===== config.mk =====
export PLATFORM = sky130hd
export DESIGN_NAME = track_linear_resampler_top
export DESIGN_NICKNAME = d
export VERILOG_FILES = /design/src/hw/rtl/tlr_pkg.sv /design/src/hw/rtl/tlr_divider.sv /design/src/hw/rtl/track_linear_resampler_top.sv
export SDC_FILE = /design/constraint.sdc
export NUM_CORES = 2
export LEC_CHECK = 0
export ABC_CLOCK_PERIOD_IN_PS = 12100
export BUFFER_PORTS_ARGS = -buffer_cell sky130_fd_sc_hd__buf_4
export CAP_MARGIN = 20
export CELL_PAD_IN_SITES_DETAIL_PLACEMENT = 0
export CELL_PAD_IN_SITES_GLOBAL_PLACEMENT = 1
export CORE_ASPECT_RATIO = 1.5
export CORE_MARGIN = 2
export CORE_UTILIZATION = 30
export DETAILED_ROUTE_END_ITERATION = 6
export PLACE_DENSITY = 0.64
export SLEW_MARGIN = 10
export SYNTH_ARGS = -nofsm -noshare
export SYNTH_HDL_FRONTEND = slang
export SYNTH_SLANG_ARGS = --single-unit

===== constraint.sdc =====
create_clock -name clk -period 12.1 [get_ports clk]
set_clock_uncertainty 0.15 [all_clocks]
set_input_delay 3.025 -clock clk [delete_from_list [all_inputs] [get_ports clk]]
set_output_delay 3.025 -clock clk [all_outputs]
set_load 0.05 [all_outputs]

===== src/hw/rtl/tlr_pkg.sv =====
package tlr_pkg;

    // Fixed field width of the Q16.16 values
    localparam int unsigned VAL_W = 32;

    // Reset value of the sample interval (1.0 in Q16.16)
    localparam logic [VAL_W-1:0] INTERVAL_RESET = 32'd65536;

    // One input track point
    typedef struct packed {
        logic signed [VAL_W-1:0] pos_x;
        logic signed [VAL_W-1:0] pos_y;
        logic [VAL_W-1:0]        point_time;
        logic                    first_point;
    } point_t;

    // One resampled output item
    typedef struct packed {
        logic signed [VAL_W-1:0] sample_x;
        logic signed [VAL_W-1:0] sample_y;
        logic [VAL_W-1:0]        sample_time;
        logic                    last_of_run;
        logic                    truncated;
    } sample_t;

    // Status of the shared divider
    typedef struct packed {
        logic busy;
        logic done;
    } div_status_t;

    // Sequencer states
    typedef enum logic [3:0] {
        ST_IDLE,
        ST_DECIDE,
        ST_S0_WAIT,
        ST_COUNT,
        ST_CNT_WAIT,
        ST_SETUP,
        ST_ORIGIN,
        ST_MUL,
        ST_DIV_START,
        ST_DIV_WAIT,
        ST_EMIT,
        ST_FINISH
    } seq_state_t;

endpackage


===== src/hw/rtl/tlr_divider.sv =====
module tlr_divider (
    input  logic                     clk,
    input  logic                     rst_n,
    input  logic                     start,
    input  logic [63:0]              dividend,
    input  logic [31:0]              divisor,
    output tlr_pkg::div_status_t     status,
    output logic [31:0]              quotient,
    output logic [31:0]              remainder
);
    import tlr_pkg::*;

    // Restoring divider, one quotient bit per cycle. The upper half of the
    // dividend must already be below the divisor, so the quotient fits 32 bits.
    localparam int unsigned STEPS  = VAL_W;
    localparam int unsigned STEP_W = $clog2(STEPS);

    logic [VAL_W-1:0]  rem_reg;
    logic [VAL_W-1:0]  quo_reg;
    logic [VAL_W-1:0]  dsr_reg;
    logic [STEP_W-1:0] step_reg;
    logic              busy_reg;
    logic              done_reg;

    logic [VAL_W:0]    wide;
    logic [VAL_W:0]    trial;
    logic              fits;

    // Trial subtraction of the shifted partial remainder
    always_comb
    begin
        wide  = {rem_reg, quo_reg[VAL_W-1]};
        trial = wide - {1'b0, dsr_reg};
        fits  = (wide >= {1'b0, dsr_reg});
    end

    // Control
    always_ff @(posedge clk or negedge rst_n)
    begin
        if (!rst_n)
        begin
            busy_reg <= 1'b0;
            done_reg <= 1'b0;
            step_reg <= '0;
        end
        else
        begin
            done_reg <= 1'b0;
            if (start)
            begin
                busy_reg <= 1'b1;
                step_reg <= '0;
            end
            else if (busy_reg)
            begin
                step_reg <= step_reg + 1'b1;
                if (step_reg == STEP_W'(STEPS - 1))
                begin
                    busy_reg <= 1'b0;
                    done_reg <= 1'b1;
                end
            end
        end
    end

    // Datapath
    always_ff @(posedge clk)
    begin
        if (start)
        begin
            rem_reg <= dividend[2*VAL_W-1:VAL_W];
            quo_reg <= dividend[VAL_W-1:0];
            dsr_reg <= divisor;
        end
        else if (busy_reg)
        begin
            rem_reg <= fits ? trial[VAL_W-1:0] : wide[VAL_W-1:0];
            quo_reg <= {quo_reg[VAL_W-2:0], fits};
        end
    end

    assign status.busy = busy_reg;
    assign status.done = done_reg;
    assign quotient    = quo_reg;
    assign remainder   = rem_reg;

endmodule


===== src/hw/rtl/track_linear_resampler_top.sv =====
// Track resampler: takes (x, y, time) points of a track in Q16.16 and emits
// samples at every multiple of sample_interval by linear interpolation on the
// segment that each new point closes. One point is handled at a time, and
// in_stall stays high until it is done. A point that opens a track, repeats
// the previous time or runs backwards is settled in ST_DECIDE and emits no
// sample. A closing point locates and counts its sample times with up to two
// passes of the shared 32-step divider, then emits the zero sample of a new
// track, and then each interpolated sample: x and y each need one pass of the
// multiplier and one pass of the shared divider. A run holds at most
// MAX_PER_SEGMENT samples; a held output stalls the run. Configuration
// writes are always taken.
module track_linear_resampler_top #(
    parameter int unsigned MAX_PER_SEGMENT = 64
) (
    input  logic             clk,
    input  logic             rst_n,
    input  logic             in_valid,
    output logic             in_stall,
    input  tlr_pkg::point_t  in_data,
    output logic             out_valid,
    input  logic             out_stall,
    output tlr_pkg::sample_t out_data,
    input  logic             cfg_valid,
    output logic             cfg_ready,
    input  logic [31:0]      cfg_data
);
    import tlr_pkg::*;

    localparam int unsigned CW = $clog2(MAX_PER_SEGMENT + 1);
    localparam logic [VAL_W+1:0] MAX_TOTAL = (VAL_W+2)'(MAX_PER_SEGMENT);

    // Sequencer
    seq_state_t state_reg;
    seq_state_t state_next;

    // Architectural state
    logic [VAL_W-1:0] sample_interval_reg;
    logic [VAL_W-1:0] prev_x_reg;
    logic [VAL_W-1:0] prev_y_reg;
    logic [VAL_W-1:0] prev_time_reg;
    logic [VAL_W-1:0] nst_reg;
    logic             have_prev_reg;
    logic             origin_reg;

    // Working registers
    point_t           in_reg;
    logic [VAL_W-1:0] s_reg;
    logic [VAL_W-1:0] end_time_reg;
    logic [VAL_W:0]   cnt_reg;
    logic [CW-1:0]    emit_left_reg;
    logic             trunc_reg;
    logic             axis_reg;
    logic [63:0]      prod_reg;
    logic             neg_reg;
    logic [VAL_W-1:0] x_res_reg;
    logic [VAL_W-1:0] y_res_reg;
    sample_t          out_reg;
    logic             out_valid_reg;

    // Divider connection
    logic             div_start;
    logic [63:0]      div_dividend;
    logic [VAL_W-1:0] div_divisor;
    div_status_t      div_stat;
    logic [VAL_W-1:0] div_quo;
    logic [VAL_W-1:0] div_rem;

    // Combinational helpers
    logic [VAL_W-1:0] iv;
    logic [VAL_W-1:0] base;
    logic [VAL_W-1:0] span;
    logic             start_trk;
    logic             early;
    logic             same;
    logic             skip_point;
    logic [VAL_W-1:0] round_tgt;
    logic [VAL_W:0]   rounded;
    logic [VAL_W-1:0] rounded_sat;
    logic [VAL_W-1:0] ax_a;
    logic [VAL_W-1:0] ax_b;
    logic [VAL_W:0]   diff;
    logic [VAL_W:0]   mag_w;
    logic [VAL_W-1:0] off;
    logic [63:0]      prod_c;
    logic [VAL_W-1:0] interp_res;
    logic [VAL_W+1:0] total;
    logic [CW-1:0]    n_emit;
    logic             slot_free;
    logic             out_load;
    logic             is_last;

    tlr_divider u_div (
        .clk       (clk),
        .rst_n     (rst_n),
        .start     (div_start),
        .dividend  (div_dividend),
        .divisor   (div_divisor),
        .status    (div_stat),
        .quotient  (div_quo),
        .remainder (div_rem)
    );

    // Point classification and segment values
    always_comb
    begin
        iv         = (sample_interval_reg == '0) ? VAL_W'(1) : sample_interval_reg;
        base       = origin_reg ? iv : nst_reg;
        span       = in_reg.point_time - prev_time_reg;
        start_trk  = in_reg.first_point || !have_prev_reg;
        early      = (in_reg.point_time < prev_time_reg);
        same       = (in_reg.point_time == prev_time_reg);
        skip_point = start_trk || early || same;
    end

    // Round a target up to the next sample time using the divider remainder
    always_comb
    begin
        round_tgt   = (state_reg == ST_S0_WAIT) ? prev_time_reg : in_reg.point_time;
        rounded     = {1'b0, round_tgt}
                    + {1'b0, ((div_rem != '0) ? (iv - div_rem) : '0)};
        rounded_sat = rounded[VAL_W] ? '1 : rounded[VAL_W-1:0];
    end

    // Interpolation datapath for the current axis
    always_comb
    begin
        ax_a       = axis_reg ? prev_y_reg : prev_x_reg;
        ax_b       = axis_reg ? in_reg.pos_y : in_reg.pos_x;
        diff       = {ax_b[VAL_W-1], ax_b} - {ax_a[VAL_W-1], ax_a};
        mag_w      = diff[VAL_W] ? (~diff + 1'b1) : diff;
        off        = s_reg - prev_time_reg;
        prod_c     = mag_w[VAL_W-1:0] * off;
        interp_res = neg_reg ? (ax_a - div_quo) : (ax_a + div_quo);
    end

    // Run length and output slot
    always_comb
    begin
        total     = {1'b0, cnt_reg} + {{(VAL_W+1){1'b0}}, origin_reg};
        n_emit    = (total > MAX_TOTAL) ? CW'(MAX_PER_SEGMENT) : total[CW-1:0];
        slot_free = !out_valid_reg || !out_stall;
        is_last   = (emit_left_reg == CW'(1));
    end

    // Next state
    always_comb
    begin
        state_next = state_reg;
        unique case (state_reg)
            ST_IDLE:
            begin
                if (in_valid)
                    state_next = ST_DECIDE;
            end
            ST_DECIDE:
            begin
                if (skip_point)
                    state_next = ST_IDLE;
                else if (base >= prev_time_reg)
                    state_next = ST_COUNT;
                else
                    state_next = ST_S0_WAIT;
            end
            ST_S0_WAIT:
            begin
                if (div_stat.done)
                    state_next = ST_COUNT;
            end
            ST_COUNT:
            begin
                if (s_reg >= in_reg.point_time)
                    state_next = ST_SETUP;
                else
                    state_next = ST_CNT_WAIT;
            end
            ST_CNT_WAIT:
            begin
                if (div_stat.done)
                    state_next = ST_SETUP;
            end
            ST_SETUP:
            begin
                if (n_emit == '0)
                    state_next = ST_FINISH;
                else if (origin_reg)
                    state_next = ST_ORIGIN;
                else
                    state_next = ST_MUL;
            end
            ST_ORIGIN, ST_EMIT:
            begin
                if (slot_free)
                    state_next = is_last ? ST_FINISH : ST_MUL;
            end
            ST_MUL:
                state_next = ST_DIV_START;
            ST_DIV_START:
                state_next = ST_DIV_WAIT;
            ST_DIV_WAIT:
            begin
                if (div_stat.done)
                    state_next = axis_reg ? ST_EMIT : ST_MUL;
            end
            ST_FINISH:
                state_next = ST_IDLE;
            default:
                state_next = ST_IDLE;
        endcase
    end

    // Sequencer outputs
    always_comb
    begin
        in_stall     = (state_reg != ST_IDLE);
        div_start    = 1'b0;
        div_dividend = prod_reg;
        div_divisor  = iv;
        out_load     = 1'b0;
        unique case (state_reg)
            ST_DECIDE:
            begin
                div_start    = !skip_point && (base < prev_time_reg);
                div_dividend = {32'b0, prev_time_reg - base};
            end
            ST_COUNT:
            begin
                div_start    = (s_reg < in_reg.point_time);
                div_dividend = {32'b0, in_reg.point_time - s_reg};
            end
            ST_DIV_START:
            begin
                div_start   = 1'b1;
                div_divisor = span;
            end
            ST_ORIGIN, ST_EMIT:
                out_load = slot_free;
            default:
            begin
                div_start = 1'b0;
            end
        endcase
    end

    // Control and architectural state
    always_ff @(posedge clk or negedge rst_n)
    begin
        if (!rst_n)
        begin
            state_reg           <= ST_IDLE;
            sample_interval_reg <= INTERVAL_RESET;
            prev_x_reg          <= '0;
            prev_y_reg          <= '0;
            prev_time_reg       <= '0;
            nst_reg             <= '0;
            have_prev_reg       <= 1'b0;
            origin_reg          <= 1'b1;
            out_valid_reg       <= 1'b0;
        end
        else
        begin
            state_reg <= state_next;

            if (cfg_valid)
                sample_interval_reg <= cfg_data;

            if (out_load)
                out_valid_reg <= 1'b1;
            else if (!out_stall)
                out_valid_reg <= 1'b0;

            if (state_reg == ST_DECIDE)
            begin
                if (start_trk)
                begin
                    prev_x_reg    <= in_reg.pos_x;
                    prev_y_reg    <= in_reg.pos_y;
                    prev_time_reg <= in_reg.point_time;
                    nst_reg       <= '0;
                    have_prev_reg <= 1'b1;
                    origin_reg    <= 1'b1;
                end
                else if (same)
                begin
                    prev_x_reg <= in_reg.pos_x;
                    prev_y_reg <= in_reg.pos_y;
                end
            end

            // Segment closed: the new point becomes the previous one
            if (state_reg == ST_FINISH)
            begin
                prev_x_reg    <= in_reg.pos_x;
                prev_y_reg    <= in_reg.pos_y;
                prev_time_reg <= in_reg.point_time;
                nst_reg       <= end_time_reg;
                origin_reg    <= 1'b0;
            end
        end
    end

    // Working registers
    always_ff @(posedge clk)
    begin
        if ((state_reg == ST_IDLE) && in_valid)
            in_reg <= in_data;

        unique case (state_reg)
            ST_DECIDE:
            begin
                if (base >= prev_time_reg)
                    s_reg <= base;
            end
            ST_S0_WAIT:
            begin
                if (div_stat.done)
                    s_reg <= rounded_sat;
            end
            ST_COUNT:
            begin
                cnt_reg      <= '0;
                end_time_reg <= s_reg;
            end
            ST_CNT_WAIT:
            begin
                if (div_stat.done)
                begin
                    cnt_reg      <= {1'b0, div_quo} + {{VAL_W{1'b0}}, (div_rem != '0)};
                    end_time_reg <= rounded_sat;
                end
            end
            ST_SETUP:
            begin
                emit_left_reg <= n_emit;
                trunc_reg     <= (total > MAX_TOTAL);
                axis_reg      <= 1'b0;
            end
            ST_ORIGIN:
            begin
                if (out_load)
                begin
                    out_reg       <= '{sample_x: '0, sample_y: '0, sample_time: '0,
                                       last_of_run: is_last, truncated: trunc_reg};
                    emit_left_reg <= emit_left_reg - 1'b1;
                end
            end
            ST_MUL:
            begin
                prod_reg <= prod_c;
                neg_reg  <= diff[VAL_W];
            end
            ST_DIV_WAIT:
            begin
                if (div_stat.done)
                begin
                    if (axis_reg)
                        y_res_reg <= interp_res;
                    else
                    begin
                        x_res_reg <= interp_res;
                        axis_reg  <= 1'b1;
                    end
                end
            end
            ST_EMIT:
            begin
                if (out_load)
                begin
                    out_reg       <= '{sample_x: x_res_reg, sample_y: y_res_reg,
                                       sample_time: s_reg, last_of_run: is_last,
                                       truncated: trunc_reg};
                    emit_left_reg <= emit_left_reg - 1'b1;
                    s_reg         <= s_reg + iv;
                    axis_reg      <= 1'b0;
                end
            end
            default:
            begin
                axis_reg <= axis_reg;
            end
        endcase
    end

    assign out_valid = out_valid_reg;
    assign out_data  = out_reg;
    assign cfg_ready = 1'b1;

    // Checks
    a_div_idle_on_start: assert property (@(posedge clk) disable iff (!rst_n)
        div_start |-> !div_stat.busy)
        else $error("divider started while busy");

    a_emit_has_budget: assert property (@(posedge clk) disable iff (!rst_n)
        out_load |-> (emit_left_reg != '0))
        else $error("sample emitted beyond run length");

    a_sample_in_segment: assert property (@(posedge clk) disable iff (!rst_n)
        (out_load && (state_reg == ST_EMIT)) |->
            ((s_reg >= prev_time_reg) && (s_reg < in_reg.point_time)))
        else $error("sample time outside segment");

    a_origin_cleared: assert property (@(posedge clk) disable iff (!rst_n)
        (state_reg == ST_FINISH) |=> !origin_reg)
        else $error("zero sample still pending after segment");

endmodule


# After elaboration in Yosys (flattened, before gate mapping)
# Index checks and enable logic that the tools add are counted.
# word_totals
inputBits	134
out_inout_bits	101
regBits	700
wordCells	194
# classes
n_eq_ne	24
mul	1
muxes	74
bitwise	2
n_addsub	16
magnitude_cmp	7
n_reduce_logical	36
# op_table
cell	n
32-bit two-way mux	32
32-bit subtractor	7
98-bit two-way mux	2
98-bit case mux with 2 select lines	1
64-bit case mux with 2 select lines	1
32-bit less-than comparator	3
32-bit case mux with 3 select lines	1
33-bit case mux with 2 select lines	1
32-bit adder	2
32-bit greater-or-equal comparator	2
32-bit by 32-bit multiplier with 64-bit output	1
32-bit case mux with 2 select lines	1
4-bit case mux with 10 select lines	1
33-bit by 1-bit adder with 34-bit output	1
34-bit by 7-bit > comparator with 1-bit output (second input constant)	1
32-bit by 1-bit adder with 33-bit output	1
32-bit by 32-bit adder with 33-bit output	1
33-bit by 32-bit greater-or-equal comparator with 1-bit output	1
33-bit two-way mux	1
32-bit by 32-bit subtractor with 33-bit output	1
32-bit by 1-bit adder with 32-bit output (second input constant)	1
32-bit == test	1
32-bit logical NOT	1
4-bit two-way mux	8
32 further kinds	87

# Longest topological paths before layout
# depth
ltp_word	8
depth_mapped	52
depth_no_buf	45

# Hierarchy
# A second synthesis with hierarchy kept.
# unflattened
hier_cells	8452
area_unflattened_um2	79635.1
# by_module_without_submodules
mod	seq_area_each_um2	cells_per_inst	area_per_inst_um2	n_inst
track_linear_resampler_top	17093.9	7915	73361.6	1
tlr_divider	3057.9	537	6273.5	1

# Worst setup path after synthesis
# No wires, ideal clock.
# synth_path
kind	flip-flop to flip-flop
start	register axis_reg
end	register prod_reg[62], data pin
synth_period_minus_slack_ns	11.968
setup_slack_ns	0.132
t_arrival_ns	11.553
setup_ns	0.265
n_path_buf	5
required_ns	11.685
path_stages_with_launch	47
path_cell_list	edfxtp_1 -> clkbuf_1 -> clkbuf_1 -> buf_1 -> mux2i_1 -> inv_1 -> ha_1 -> fa_1 -> nand2b_1 -> a2111oi_2 -> nor2_1 -> o21ai_2 -> o21ai_2 -> o31a_1 -> o211ai_2 -> nor2_1 -> mux2i_2 -> buf_2 -> (+11 left out) -> fa_1 -> inv_1 -> fa_1 -> inv_1 -> fa_1 -> inv_1 -> ha_1 -> nand3_1 -> nor2_1 -> nand3_1 -> or4_1 -> o21a_1 -> a21boi_0 -> o2111a_1 -> o21ai_0 -> a31o_2 -> o21ai_0 -> xor2_1
# synth_between
elab_chain_len	6
word_cells_on_any_way	7
cone_classes	add/sub (2); mul (1); mux (3); bitwise (1)
# synth_lines
item	line_no	rtl
from (decl)	track_linear_resampler_top.sv:52	logic axis_reg;
from (signal assigned)	track_linear_resampler_top.sv:378	axis_reg <= axis_reg;
32-bit two-way mux, on equally long branches	track_linear_resampler_top.sv:128, track_linear_resampler_top.sv:127	
32-bit by 32-bit subtractor with 33-bit output *	track_linear_resampler_top.sv:129	diff = {ax_b[VAL_W-1], ax_b} - {ax_a[VAL_W-1], ax_a};
32-bit NOT	track_linear_resampler_top.sv:130	mag_w = diff[VAL_W] ? (~diff + 1'b1) : diff;
32-bit by 1-bit adder with 32-bit output	track_linear_resampler_top.sv:130	
32-bit two-way mux *	track_linear_resampler_top.sv:130	
32-bit by 32-bit multiplier with 64-bit output *	track_linear_resampler_top.sv:132	prod_c = mag_w[VAL_W-1:0] * off;
named net prod_c[62]	track_linear_resampler_top.sv:84	logic [63:0] prod_c;
to (signal assigned)	track_linear_resampler_top.sv:348	prod_reg <= prod_c;
to (decl)	track_linear_resampler_top.sv:53	logic [63:0] prod_reg;
# The timed path passes the listed nets; every way through them passes the cells marked *.
# A chain may end at the register's enable or synchronous reset.

# Final worst setup path
# layout_path
start	register axis_reg
end	register prod_reg[61], data pin
# Same word-level chain as after synthesis.

==> metrics.md <==
| Metric | Value |
|---|---|
| Status | completed |
| DP HPWL | ~270,000 um |
| Int Power | a little over 4 mW |
| RSZ-0062 raised after global routing | true |
| Worst Slack Setup Final | approximately 0.36 ns |
| Hold Crit Class | flop to flop |
| FF-to-FF setup slack | around 0.36 ns |
| Hold slack | around 0.26 ns |
| Leak pwr | approximately 42 nW |
| Cts bufs inserted | 72 |
| DRC | 0 |
| Mapped Cells | 8,483 |
| Max rail drop VDD | 0.0795 mV |
| Global-route wire length before repair | 462,000 um |
| Core Area | about 260,000 um^2 |
| CP Launch Type | flop |
| Xor and xnor area share after synthesis | 0.0518 |
| # setup viols final | 0 |
| Max transition margin | 0.174 |
| Comb pwr share | 0.075 |
| CTS tree | yes |
| Maxcap violations | 0 |
| Post-route minimum period | approximately 12 ns |
| Post-synthesis sequential area ratio | 0.254 |
| Setup crit end kind | flop |
| Top Ports | roughly 240 |
| Final Hold Vio Count | 0 |
| Synth Area in Adders | 0.322 |
| Net Count, Synth | around 10,000 |
| Sequential share of power | 0.483 |
| Area fraction in compound gates after synthesis | 0.116 |
| Hold_buf cts | 0 |
| Critical Path AT | roughly 12 ns |
| Fmax | between 0.08 and 0.09 GHz |
| Main combinational cell family by area after synthesis | adder cells |
| Detail Route Antenna Nets | 0 |
| Data required, critical path | 12.39 ns |
| Row cnt | ~230 |
| Die ar. | between 200,000 and 300,000 um^2 |
| Pwr dens | ~59 nW/um^2 |
| Synthesized flop and latch total | 700 |
| WHS Path Cells | 0 |
| Die H | 634 um |
| TritonRoute pass-1 iters | 6 |
| CP delay by family, top | adder cells |
| Share of post-route cells with drive strength above 1 | 0.135 |
| CTS Sinks | 700 |
| Worst-Skew Late Latency | 0.71 ns |
| Clock power frac | 0.441 |
| Worst slack, placed | -0.419 ns |
| Worst Hold End | out_data[0] |
| FF-to-FF End | prod_reg[61] |
| Overall routing resource usage | 0.237 |
| Width of the die | 424 um |
| Slew of the pin with the lowest slew margin | around 1.2 ns |
| # port buffers | around 230 |
| P&R area growth vs syn | 15.1% |
| Largest net degree at the start of global routing | between 60 and 70 |
| Post-Synth Simple-Gate Area | 0.146 |
| Bufs on Longest Clock Path | 3 |
| Buf/Inv on CP | 7 |
| Avg Cell Area, Syn | slightly above 9 um^2 |
| EDFF count, synth | 526 |
| Mux share of post-synthesis cell area | 0.0341 |
| Most frequent cells in the layout | 1,196 x inv_1, 898 x fa_1, 884 x nand2_1, 836 x nor2_1, 653 x buf_4 |
| Drt first-iter violations | roughly 4,900 |
| Netlist Area Pre-Place | 79,300 um^2 |
| Routed len/inst | about 26 um |
| Placed insts | 12,233 |
| Crit-path max cell delay | roughly 0.63 ns |
| CTS H-tree lvls | 3 |
| Max Slew Vio Count | 0 |
| Reg2reg path depth | 40 |
| Post-synth ARST share | 0.249 |
| Worst path slowest cell | or4_4 |
| Commonest non-fill, non-tap cell in the layout | inv_1 |
| Root buffer cell | clkbuf_16 |
| Final Core Density | 0.347 |
| Psw | 1.35 mW |
| Setup TNS | 0 ns |
| Clock-pin slew on the worst setup and hold paths | about 0.070 ns |
| Routed wire length | ~320,000 um |
| Vias in the first global route | 67,701 |
| Distinct cells, synth | roughly 110 |
| Max reg flops | 98 |
| Layout Nets | 10,483 |
| Yosys warning total | 0 |
| Hold_sp | trunc_reg |
| Crit Path Category | flop to flop |
| Vias | approximately 64,000 |
| Final Cycle Share | 0.971 |
| Gpl congestion | between 0.9 and 1 |
| Final Non-Filler Cells | ~12,000 |
| Initial Util | 0.301 |
| Initial antenna violation count | 18 |
| Max Fanout on Critical Path | 15 |
| Total congestion overflow | 0 |
| Switching part of the total | 0.250 |
| CP most frequent cell | fa_1 |
| Synth Flop Type | edfxtp_1 |
| FF-to-FF Start | axis_reg |
| DR vias/cell | 5.19 |
==> power groups by stage <==
stage / Clock (mW) / Sequential (mW) / Combinational (mW)
after floorplan: 0 / 2.64 / 0.252
after global placement: 0 / 2.66 / 0.394
after detailed placement: 0 / 2.66 / 0.396
after CTS: 2.44 / 2.61 / 0.401
after global routing: 2.51 / 2.61 / 0.444
final: 2.38 / 2.61 / 0.406
==> cell usage after synthesis, drive strengths merged, types with 19 or more instances <==
master  instances  area [um^2]
a211oi         31          238
a21o          192         1440
a21oi         401         2030
a22o           36          315
a31oi          51          319
and2           77          482
and3          123          769
buf            67          344
clkbuf        338         1270
dfrtp         172         4300
edfxtp        526        15800
fa            906        18100
ha            589         7370
inv          1197         4490
mux2          164         1850
mux2i          85          855
nand2         894         3360
nand2b        114          713
nand3         117          591
nand4          64          400
nor2          852         3200
nor2b          74          470
nor3           89          445
nor4           42          263
o211ai         31          243
o21a           65          488
o21ai         325         1650
o21bai         46          345
o221ai         40          350
o22ai          19          125
or2            20          125
or3            33          206
xnor2         293         2620
xor2          167         1490
==> area by class of cell <==
class | count | area, um^2
fillers | 26892 | 172000
multi-input cells | 6181 | 54000
flip-flops and latches | 700 | 20200
repair buffers | 702 | 5760
inverters | 1197 | 4500
well taps | 3495 | 4370
clock buffers | 81 | 1850
clock inverters | 48 | 554
diodes | 7 | 17.5
==> layer usage <==
metal  routed length [um]  up-vias  GRT usage
met1               115000    32558      0.254
met5                   72        -          0
met4                28500       12      0.173
li1                     -    28812          -
met2               164000     2281      0.428
met3                15600      804     0.0284
==> worst max path at each step <==
stage	end	cells past startpoint	startpoint	slack, ns
finish	prod_reg[61]	40	axis_reg	0.36
global placement	prod_reg[60]	40	prev_time_reg[1]	-0.36
floorplan	prod_reg[62]	46	axis_reg	0.13
global route	prod_reg[62]	44	axis_reg	-0.1
CTS	prod_reg[62]	47	axis_reg	0.006
detailed placement	prod_reg[60]	42	axis_reg	-0.42
==> logic make-up (layout without fill, tap and decap cells) <==
family / after synthesis / in the layout
buf+inv: 1602 / 2028
xor+xnor: 460 / 460
simple gates: 2557 / 2557
flops: 700 / 700
fa+ha+maj: 1495 / 1495
other cells: 1 / 8
compound gates: 1419 / 1419
mux: 249 / 249
==> metrics by stage <==
stage | instance area (um^2) | power [mW]
after floorplan | 79300 | 2.89
after global placement | 87900 | 3.05
after detailed placement | 87900 | 3.05
after CTS | 90500 | 5.45
after global routing | 91200 | 5.56
final | 91200 | 5.39
==> timing repair <==
item,4_1_cts,5_1_grt
setup endpoints to repair,17,25
cloned,0,1
buffers inserted,11,26
resized for setup,28,98
pin swaps,10,17
No activity file was read; power rests on OpenSTA's default activity.
